## src/hw/rtl/socks5hp_pkg.sv

```systemverilog
// Shared types and constants for the SOCKS5 handshake parser.
package socks5hp_pkg;

    typedef logic [3:0] phase_t;

    localparam phase_t PH_VER   = 4'd0;
    localparam phase_t PH_NMETH = 4'd1;
    localparam phase_t PH_METH  = 4'd2;
    localparam phase_t PH_RVER  = 4'd3;
    localparam phase_t PH_CMD   = 4'd4;
    localparam phase_t PH_RSV   = 4'd5;
    localparam phase_t PH_ATYP  = 4'd6;
    localparam phase_t PH_DLEN  = 4'd7;
    localparam phase_t PH_ADDR  = 4'd8;
    localparam phase_t PH_PORTH = 4'd9;
    localparam phase_t PH_PORTL = 4'd10;
    localparam phase_t PH_IDLE  = 4'd11;

    localparam logic [1:0] KIND_REPLY  = 2'd0;
    localparam logic [1:0] KIND_ADDR   = 2'd1;
    localparam logic [1:0] KIND_TARGET = 2'd2;

    localparam logic [1:0] ATYPE_IPV4   = 2'd0;
    localparam logic [1:0] ATYPE_DOMAIN = 2'd1;
    localparam logic [1:0] ATYPE_IPV6   = 2'd2;

    localparam logic [7:0] SOCKS_VER       = 8'h05;
    localparam logic [7:0] METHOD_NO_AUTH  = 8'h00;
    localparam logic [7:0] REP_SUCCESS     = 8'h00;
    localparam logic [7:0] REP_NO_METHOD   = 8'hFF;
    localparam logic [7:0] REP_BAD_ATYP    = 8'h08;
    localparam logic [7:0] REP_BAD_CMD     = 8'h07;
    localparam logic [7:0] CMD_CONNECT     = 8'h01;
    localparam logic [7:0] ATYP_CODE_IPV4  = 8'h01;
    localparam logic [7:0] ATYP_CODE_NAME  = 8'h03;
    localparam logic [7:0] ATYP_CODE_IPV6  = 8'h04;
    localparam logic [7:0] IPV4_LEN        = 8'd4;
    localparam logic [7:0] IPV6_LEN        = 8'd16;

    typedef struct packed {
        logic [1:0]  kind;
        logic [7:0]  value;
        logic [7:0]  addr_index;
        logic [1:0]  addr_type;
        logic [15:0] port;
        logic        last;
    } result_t;

    function automatic result_t reply_byte(input logic [7:0] code, input logic is_last);
        result_t r;
        r = '0;
        r.kind  = KIND_REPLY;
        r.value = code;
        r.last  = is_last;
        return r;
    endfunction

endpackage

```

## src/hw/rtl/socks5hp_parser.sv

```systemverilog
// Handshake state and per-byte decode; produces up to two result items per byte.
module socks5hp_parser
    import socks5hp_pkg::*;
(
    input  logic       clk,
    input  logic       rst_n,
    input  logic       fire,
    input  logic [7:0] data_byte,
    input  logic       begin_session,
    output logic [1:0] res_count,
    output result_t    res0,
    output result_t    res1
);

    phase_t     phase_reg, phase_next;
    logic [7:0] byte_count_reg, byte_count_next;
    logic [7:0] methods_left_reg, methods_left_next;
    logic       no_auth_seen_reg, no_auth_seen_next;
    logic       connect_ok_reg, connect_ok_next;
    logic [1:0] address_type_reg, address_type_next;
    logic [7:0] address_length_reg, address_length_next;
    logic [7:0] port_high_reg, port_high_next;

    phase_t     ph;
    logic [7:0] cnt_inc;
    logic [7:0] meth_dec;

    always_comb
    begin
        // a new session starts from the reset state with this byte
        if (begin_session)
        begin
            ph                  = PH_VER;
            byte_count_next     = '0;
            methods_left_next   = '0;
            no_auth_seen_next   = 1'b0;
            connect_ok_next     = 1'b0;
            address_type_next   = ATYPE_IPV4;
            address_length_next = '0;
            port_high_next      = '0;
        end
        else
        begin
            ph                  = phase_reg;
            byte_count_next     = byte_count_reg;
            methods_left_next   = methods_left_reg;
            no_auth_seen_next   = no_auth_seen_reg;
            connect_ok_next     = connect_ok_reg;
            address_type_next   = address_type_reg;
            address_length_next = address_length_reg;
            port_high_next      = port_high_reg;
        end
        phase_next = ph;
        res_count  = 2'd0;
        res0       = '0;
        res1       = '0;
        cnt_inc    = byte_count_next + 8'd1;
        meth_dec   = methods_left_next - 8'd1;

        unique case (ph)
            PH_VER:
            begin
                if (data_byte != SOCKS_VER)
                begin
                    phase_next = PH_IDLE;
                    res_count  = 2'd2;
                    res0       = reply_byte(SOCKS_VER, 1'b0);
                    res1       = reply_byte(REP_NO_METHOD, 1'b1);
                end
                else
                begin
                    phase_next = PH_NMETH;
                end
            end
            PH_NMETH:
            begin
                methods_left_next = data_byte;
                no_auth_seen_next = 1'b0;
                if (data_byte == 8'd0)
                begin
                    phase_next = PH_IDLE;
                    res_count  = 2'd2;
                    res0       = reply_byte(SOCKS_VER, 1'b0);
                    res1       = reply_byte(REP_NO_METHOD, 1'b1);
                end
                else
                begin
                    phase_next = PH_METH;
                end
            end
            PH_METH:
            begin
                methods_left_next = meth_dec;
                if (data_byte == METHOD_NO_AUTH)
                begin
                    no_auth_seen_next = 1'b1;
                end
                if (meth_dec == 8'd0)
                begin
                    res_count = 2'd2;
                    res0      = reply_byte(SOCKS_VER, 1'b0);
                    if (no_auth_seen_next)
                    begin
                        phase_next = PH_RVER;
                        res1       = reply_byte(REP_SUCCESS, 1'b1);
                    end
                    else
                    begin
                        phase_next = PH_IDLE;
                        res1       = reply_byte(REP_NO_METHOD, 1'b1);
                    end
                end
            end
            PH_RVER:
            begin
                phase_next = PH_CMD;
            end
            PH_CMD:
            begin
                connect_ok_next = (data_byte == CMD_CONNECT);
                phase_next      = PH_RSV;
            end
            PH_RSV:
            begin
                phase_next = PH_ATYP;
            end
            PH_ATYP:
            begin
                priority if (data_byte == ATYP_CODE_IPV4 || data_byte == ATYP_CODE_NAME ||
                             data_byte == ATYP_CODE_IPV6)
                begin
                    priority if (data_byte == ATYP_CODE_IPV4)
                    begin
                        address_type_next   = ATYPE_IPV4;
                        address_length_next = IPV4_LEN;
                    end
                    else if (data_byte == ATYP_CODE_NAME)
                    begin
                        address_type_next = ATYPE_DOMAIN;
                    end
                    else
                    begin
                        address_type_next   = ATYPE_IPV6;
                        address_length_next = IPV6_LEN;
                    end
                    if (!connect_ok_next)
                    begin
                        phase_next = PH_IDLE;
                        res_count  = 2'd2;
                        res0       = reply_byte(SOCKS_VER, 1'b0);
                        res1       = reply_byte(REP_BAD_CMD, 1'b1);
                    end
                    else
                    begin
                        byte_count_next = '0;
                        phase_next = (data_byte == ATYP_CODE_NAME) ? PH_DLEN : PH_ADDR;
                    end
                end
                else
                begin
                    phase_next = PH_IDLE;
                    res_count  = 2'd2;
                    res0       = reply_byte(SOCKS_VER, 1'b0);
                    res1       = reply_byte(REP_BAD_ATYP, 1'b1);
                end
            end
            PH_DLEN:
            begin
                address_length_next = data_byte;
                byte_count_next     = '0;
                phase_next          = (data_byte == 8'd0) ? PH_PORTH : PH_ADDR;
            end
            PH_ADDR:
            begin
                res_count       = 2'd1;
                res0.kind       = KIND_ADDR;
                res0.value      = data_byte;
                res0.addr_index = byte_count_next;
                res0.addr_type  = address_type_next;
                res0.last       = 1'b1;
                if (cnt_inc == address_length_next)
                begin
                    phase_next = PH_PORTH;
                end
                byte_count_next = cnt_inc;
            end
            PH_PORTH:
            begin
                port_high_next = data_byte;
                phase_next     = PH_PORTL;
            end
            PH_PORTL:
            begin
                res_count       = 2'd1;
                res0.kind       = KIND_TARGET;
                res0.addr_index = address_length_next;
                res0.addr_type  = address_type_next;
                res0.port       = {port_high_next, data_byte};
                res0.last       = 1'b1;
                phase_next      = PH_IDLE;
            end
            default:
            begin
                phase_next = PH_IDLE;
            end
        endcase
    end

    always_ff @(posedge clk or negedge rst_n)
    begin
        if (!rst_n)
        begin
            phase_reg          <= PH_VER;
            byte_count_reg     <= '0;
            methods_left_reg   <= '0;
            no_auth_seen_reg   <= 1'b0;
            connect_ok_reg     <= 1'b0;
            address_type_reg   <= ATYPE_IPV4;
            address_length_reg <= '0;
            port_high_reg      <= '0;
        end
        else if (fire)
        begin
            phase_reg          <= phase_next;
            byte_count_reg     <= byte_count_next;
            methods_left_reg   <= methods_left_next;
            no_auth_seen_reg   <= no_auth_seen_next;
            connect_ok_reg     <= connect_ok_next;
            address_type_reg   <= address_type_next;
            address_length_reg <= address_length_next;
            port_high_reg      <= port_high_next;
        end
    end

endmodule

```

## src/hw/rtl/socks5_connect_handshake_parser_unit.sv

```systemverilog
// Top level of the SOCKS5 CONNECT handshake parser: input register, decode, result queue.
//
// Input channel: one client byte per item (data_byte, begin_session) on
// in_valid / in_stall. Raise begin_session with the first byte of a session.
// Output channel: result items (kind, value, addr_index, addr_type, port,
// last) on out_valid / out_stall; last marks the final item caused by a byte.
// A byte is decoded straight out of the input register once the queue has room;
// its results are registered into the queue and offered from there. The
// decode step takes one byte per cycle while it is not waiting and writes up to two results into a
// four-entry queue; the output drains one item per cycle while out_stall is low,
// so a steady stream with no stalls runs at one byte per cycle.
// Decode waits while the queue has fewer than two free slots; in_stall rises
// once the input register is full and cannot move on. A stalled receiver
// thus holds results in the queue and backs up into the input side.
// Reset empties the input register and queue and returns the parser to
// expecting the version byte.
module socks5_connect_handshake_parser_unit
    import socks5hp_pkg::*;
(
    input  logic        clk,
    input  logic        rst_n,
    input  logic        in_valid,
    output logic        in_stall,
    input  logic [7:0]  data_byte,
    input  logic        begin_session,
    output logic        out_valid,
    input  logic        out_stall,
    output logic [1:0]  kind,
    output logic [7:0]  value,
    output logic [7:0]  addr_index,
    output logic [1:0]  addr_type,
    output logic [15:0] port,
    output logic        last
);

    localparam int QDEPTH = 4;

    logic       hold_valid_reg;
    logic [7:0] hold_byte_reg;
    logic       hold_begin_reg;

    logic       fire;
    logic       accept;
    logic [1:0] res_count;
    result_t    res0;
    result_t    res1;

    result_t    queue_reg [QDEPTH];
    logic [1:0] wr_ptr_reg;
    logic [1:0] rd_ptr_reg;
    logic [2:0] count_reg;
    logic       pop;
    result_t    head;

    // decode only when two queue slots are surely free
    assign fire     = hold_valid_reg && (count_reg <= 3'd2);
    assign in_stall = hold_valid_reg && !fire;
    assign accept   = in_valid && !in_stall;

    always_ff @(posedge clk or negedge rst_n)
    begin
        if (!rst_n)
        begin
            hold_valid_reg <= 1'b0;
        end
        else if (accept || fire)
        begin
            hold_valid_reg <= accept;
        end
    end

    always_ff @(posedge clk)
    begin
        if (accept)
        begin
            hold_byte_reg  <= data_byte;
            hold_begin_reg <= begin_session;
        end
    end

    socks5hp_parser u_parser (
        .clk           (clk),
        .rst_n         (rst_n),
        .fire          (fire),
        .data_byte     (hold_byte_reg),
        .begin_session (hold_begin_reg),
        .res_count     (res_count),
        .res0          (res0),
        .res1          (res1)
    );

    assign out_valid = (count_reg != 3'd0);
    assign pop       = out_valid && !out_stall;
    assign head      = queue_reg[rd_ptr_reg];

    assign kind       = head.kind;
    assign value      = head.value;
    assign addr_index = head.addr_index;
    assign addr_type  = head.addr_type;
    assign port       = head.port;
    assign last       = head.last;

    always_ff @(posedge clk)
    begin
        if (fire && res_count != 2'd0)
        begin
            queue_reg[wr_ptr_reg] <= res0;
        end
        if (fire && res_count == 2'd2)
        begin
            queue_reg[wr_ptr_reg + 2'd1] <= res1;
        end
    end

    always_ff @(posedge clk or negedge rst_n)
    begin
        if (!rst_n)
        begin
            wr_ptr_reg <= '0;
            rd_ptr_reg <= '0;
            count_reg  <= '0;
        end
        else
        begin
            if (fire)
            begin
                wr_ptr_reg <= wr_ptr_reg + res_count;
            end
            if (pop)
            begin
                rd_ptr_reg <= rd_ptr_reg + 2'd1;
            end
            count_reg <= count_reg + (fire ? {1'b0, res_count} : 3'd0) - {2'b00, pop};
        end
    end

endmodule

```

## config.mk

```make
export PLATFORM = sky130hd
export DESIGN_NAME = socks5_connect_handshake_parser_unit
export DESIGN_NICKNAME = d
export VERILOG_FILES = /design/src/hw/rtl/socks5hp_pkg.sv /design/src/hw/rtl/socks5hp_parser.sv /design/src/hw/rtl/socks5_connect_handshake_parser_unit.sv
export SDC_FILE = /design/constraint.sdc
export NUM_CORES = 1
export LEC_CHECK = 0
export BUFFER_PORTS_ARGS = -buffer_cell sky130_fd_sc_hd__buf_2
export CORE_ASPECT_RATIO = 1.25
export CORE_MARGIN = 1.5
export CORE_UTILIZATION = 59
export DETAILED_ROUTE_END_ITERATION = 7
export GPL_TIMING_DRIVEN = 0
export HOLD_SLACK_MARGIN = 0.05
export MAX_ROUTING_LAYER = met4
export PLACE_DENSITY = 0.79
export SLEW_MARGIN = 0
export SYNTH_ARGS = -nofsm -noshare
export SYNTH_HDL_FRONTEND = slang
export SYNTH_SLANG_ARGS = --single-unit
```

## constraint.sdc

```tcl
create_clock -name clk -period 4.85 [get_ports clk]
set_clock_uncertainty 0.2 [all_clocks]
set_input_delay 0.97 -clock clk [delete_from_list [all_inputs] [get_ports clk]]
set_output_delay 0.97 -clock clk [all_outputs]
set_load 0.005 [all_outputs]
```

==> metrics.csv <==
stage,metric,value,unit
synthesis,"Avg Cell Area, Syn",11.27,sq um
floorplan,area of the die,16600,sq um
place,Final HPWL DP,16930,um
finish,fraction of layout cells with a size suffix above 1,15.75,%
floorplan,Die Width,115.5,um
cts,worst-case clock buffer depth,3,
synthesis,"Primary FF master, synth",dfxtp_1,
cts,H-tree Lvls,1,
worst_hold_path,Worst Hold Depth,1,
sta,Worst Tran Pin Value,1.392,ns
sta,post-layout min period,4.536,ns
setup_path,CP top delay family,simple AND/OR/NAND/NOR gates,
floorplan,die height,143.7,um
cts,TritonCTS clock tree,yes,
finish,flip-flop count of the largest register after layout,148,
floorplan,initial core utilization,60.24,%
setup_path,CP required,5.03,ns
setup_path,Worst Setup SP,hold_begin_reg$_DFFE_PP_,
synthesis,cell count after synthesis,829,
floorplan,I/O pins,52,
setup_path,R2R Path Start,hold_begin_reg$_DFFE_PP_,
route,Final ANT Viol Nets,0,
finish,Inserted Diodes,0,
pwr,Pwr Total,6.086,mW
setup_path,Worst EP arrival,4.72,ns
synthesis,Synth cell types,69,
cts,worst skew pair latency,0.49,ns
sta,period utilization,93.53,%
grt,global-route wire length before repair,39190,um
grt,largest net degree at the start of global routing,49,
finish,number of fill cells,1167,
job,Max Cap Violations,0,
cts,clock sink count,205,
grt,vias in the first global route,7191,
pwr,peak supply drop,0.0003685,V
sta,highest clock rate,220.5,MHz
sta,final setup vio count,0,
finish,Nets,921,
synthesis,yosys warns,0,
worst_hold_path,Worst Hold Class,flip-flop to flip-flop,
route,DR pass1 iterations,5,
grt,GRT overflow,0,
setup_path,Worst path slowest cell,nor4b_2,
floorplan,core box area,15510,sq um
place,IO buf count,51,
synthesis,net count after synthesis,850,
finish,Synth-to-Final Area Change,12.75,%
cts,clock-pin slew on the worst setup and hold paths,0.06,ns
cts,number of CTS-inserted buffers,20,
route,first-iteration detailed-routing DRC count,770,
route,drt drc,0,
run_status,status,finished clean,
place,Placed Cells,1092,
synthesis,Post-Syn Area,9340,sq um
synthesis,async set or reset register ratio after synthesis,23.41,%
synthesis,"EDFF count, synth",45,
setup_path,crit-path max FO,11,
setup_path,Crit path largest cell delay,0.46,ns
cts,Post-CTS Repair Setup Buffers,0,
synthesis,Synth area leader,dfxtp_1,
finish,final std cells w/o fill,1126,
finish,fin area,10530,sq um
worst_hold_path,Worst Min Path Start,queue_reg[3][36]$_SDFFE_PP0N_,
synthesis,Synth area leaders,"dfxtp_1 (24%), edfxtp_1 (14%), dfrtp_1 (13%)",
route,drt wl/cell,22.12,um
synthesis,sequential-to-total area share from yosys stat,51.33,%
pwr,PwrDens,577.9,nW/um^2
route,Routed WL,24910,um
setup_path,CP Launch Type,flip-flop,
grt,antenna violations before repair,0,
setup_path,worst r2r dst,count_reg[2]$_DFF_PN0_,
place,instance area at placement,9861,sq um
floorplan,site row count,51,
setup_path,"Cell Chain, Critical Path",clkbuf_1 > inv_1 > nand2_1 > ha_1 > xor2_1 > or4_4 > nor4b_2 > nand2b_1 > buf_4 > buf_2 > nand2_1 > ha_1 > fa_1 > xor2_1 > xnor2_1,
setup_path,Crit Path Class,flip-flop to flip-flop,
cts,PostCTS Resize Cnt,0,
setup_path,worst path buffer plus inverter count,4,
setup_path,R2R setup slack,0.31,ns
synthesis,Yosys reg bits,205,
pwr,Lkg Pwr,4.168,nW
sta,slew margin rel.,6.518,%
place,global placer's final weighted congestion,0.9988,
grt,gr usage total,31.73,%
route,routed via count,7365,
sta,setup repair after global routing missed its margin,false,
worst_hold_path,Hold Path End,queue_reg[3][36]$_SDFFE_PP0N_,
synthesis,Synth top area share,24.01,%
setup_path,crit end category,flip-flop,
sta,endpoints failing hold,0,
sta,Post-Route Setup TNS,0,ns
sta,Slew Limit Fails,0,
route,vias per std cell,6.541,
cts,CTS root buffer,clkbuf_16,
setup_path,Worst Reg-to-Reg Cells,15,
[routing by layer]
metal  up-vias  global-route usage, %  part of all wire, %
li1       3301                      -                    -
met1      3599                  42.13                   40
met2       384                  49.64                   47
met3        81                  4.175                  7.9
met4         0                  12.67                  4.3
met5         -                      -                    0
[power breakdown]
part / internal [mW] / leakage (nW) / switching [mW]
logic: 0.821 / 1.88 / 1.34
registers: 2.09 / 1.96 / 0.222
clock network: 0.949 / 0.327 / 0.661
[stage by stage]
| step | utilization, % | setup WS [ns] | hold WS (ns) |
|---|---|---|---|
| CTS | 67.97 | 0.07394 | 0.2619 |
| detailed placement | 63.59 | 0.1198 | 0.2459 |
| global route | 67.92 | 0.05795 | 0.2804 |
| floorplan | - | 0.8551 | 0.2212 |
| global placement | 63.59 | 0.2044 | 0.2354 |
| finish | 67.92 | 0.3140 | 0.2573 |
[cell usage after synthesis, types with 4 or more instances]
cell,instances
a22o_1,125
dfxtp_1,112
nand2_1,59
clkbuf_1,56
dfrtp_1,48
o21ai_0,46
edfxtp_1,45
nor2_1,38
mux4_2,37
a21oi_1,33
xnor2_1,16
inv_1,15
nand2b_1,13
nand3_1,13
nor3_1,13
nor2b_1,11
buf_2,10
a21o_1,9
a31oi_1,9
and3_1,8
ha_1,7
nand4_1,7
o31ai_1,6
or3_1,6
a32o_1,5
o22ai_1,5
xor2_1,5
and2_1,4
buf_6,4
o2bb2ai_1,4
[final cells by class]
type,count,area (sq um),area share (%)
inverter,16,60.06,0.5703
clock inverter,14,148.9,1.414
multi-input combinational,535,4165,39.55
timing repair buffer,51,255.2,2.424
buffer,71,312.8,2.970
tap,212,265.3,2.519
sequential,205,4795,45.53
clock buffer,22,529.3,5.026
[placed cells by master (no fill, tap or decap), drive strengths merged, types with 33 or more instances in the layout]
cell type  Yosys  layout
nand2         59      59
buf           17      68
dfrtp         48      48
nor2          38      38
o21ai         49      49
mux4          37      37
clkbuf        56      76
a21oi         33      33
dfxtp        112     112
edfxtp        45      45
a22o         125     125
[how the worst max path moves through the flow]
| stage | depth (start not counted) | slack [ns] | to |
|---|---|---|---|
| final | 15 | 0.31 | count_reg[2]$_DFF_PN0_ |
| after global routing | 5 | 0.06 | value[0] |
| after CTS | 17 | 0.07 | count_reg[2]$_DFF_PN0_ |
| after detailed placement | 17 | 0.12 | count_reg[2]$_DFF_PN0_ |
| after global placement | 17 | 0.20 | count_reg[2]$_DFF_PN0_ |
| after floorplan | 17 | 0.86 | count_reg[2]$_DFF_PN0_ |
[timing repair]
action | 4_1_cts | 5_1_grt
setup endpoints to repair | 0 | 2
hold buffers | 0 | 0
hold endpoints to repair | 0 | 0
[cell families (layout without fill, tap and decap cells)]
logic type,Yosys count,in the layout,synth area share (%)
AO/OA/AOI/OAI,271,271,21.50
flip-flops,205,205,51.33
AND/OR/NAND/NOR,194,194,10.61
buffers and inverters,89,174,4.072
multiplexers,41,41,9.364
XOR/XNOR,21,21,1.969
adder cells (fa/ha/maj),8,8,1.152
(Power assumes the default switching activity.)
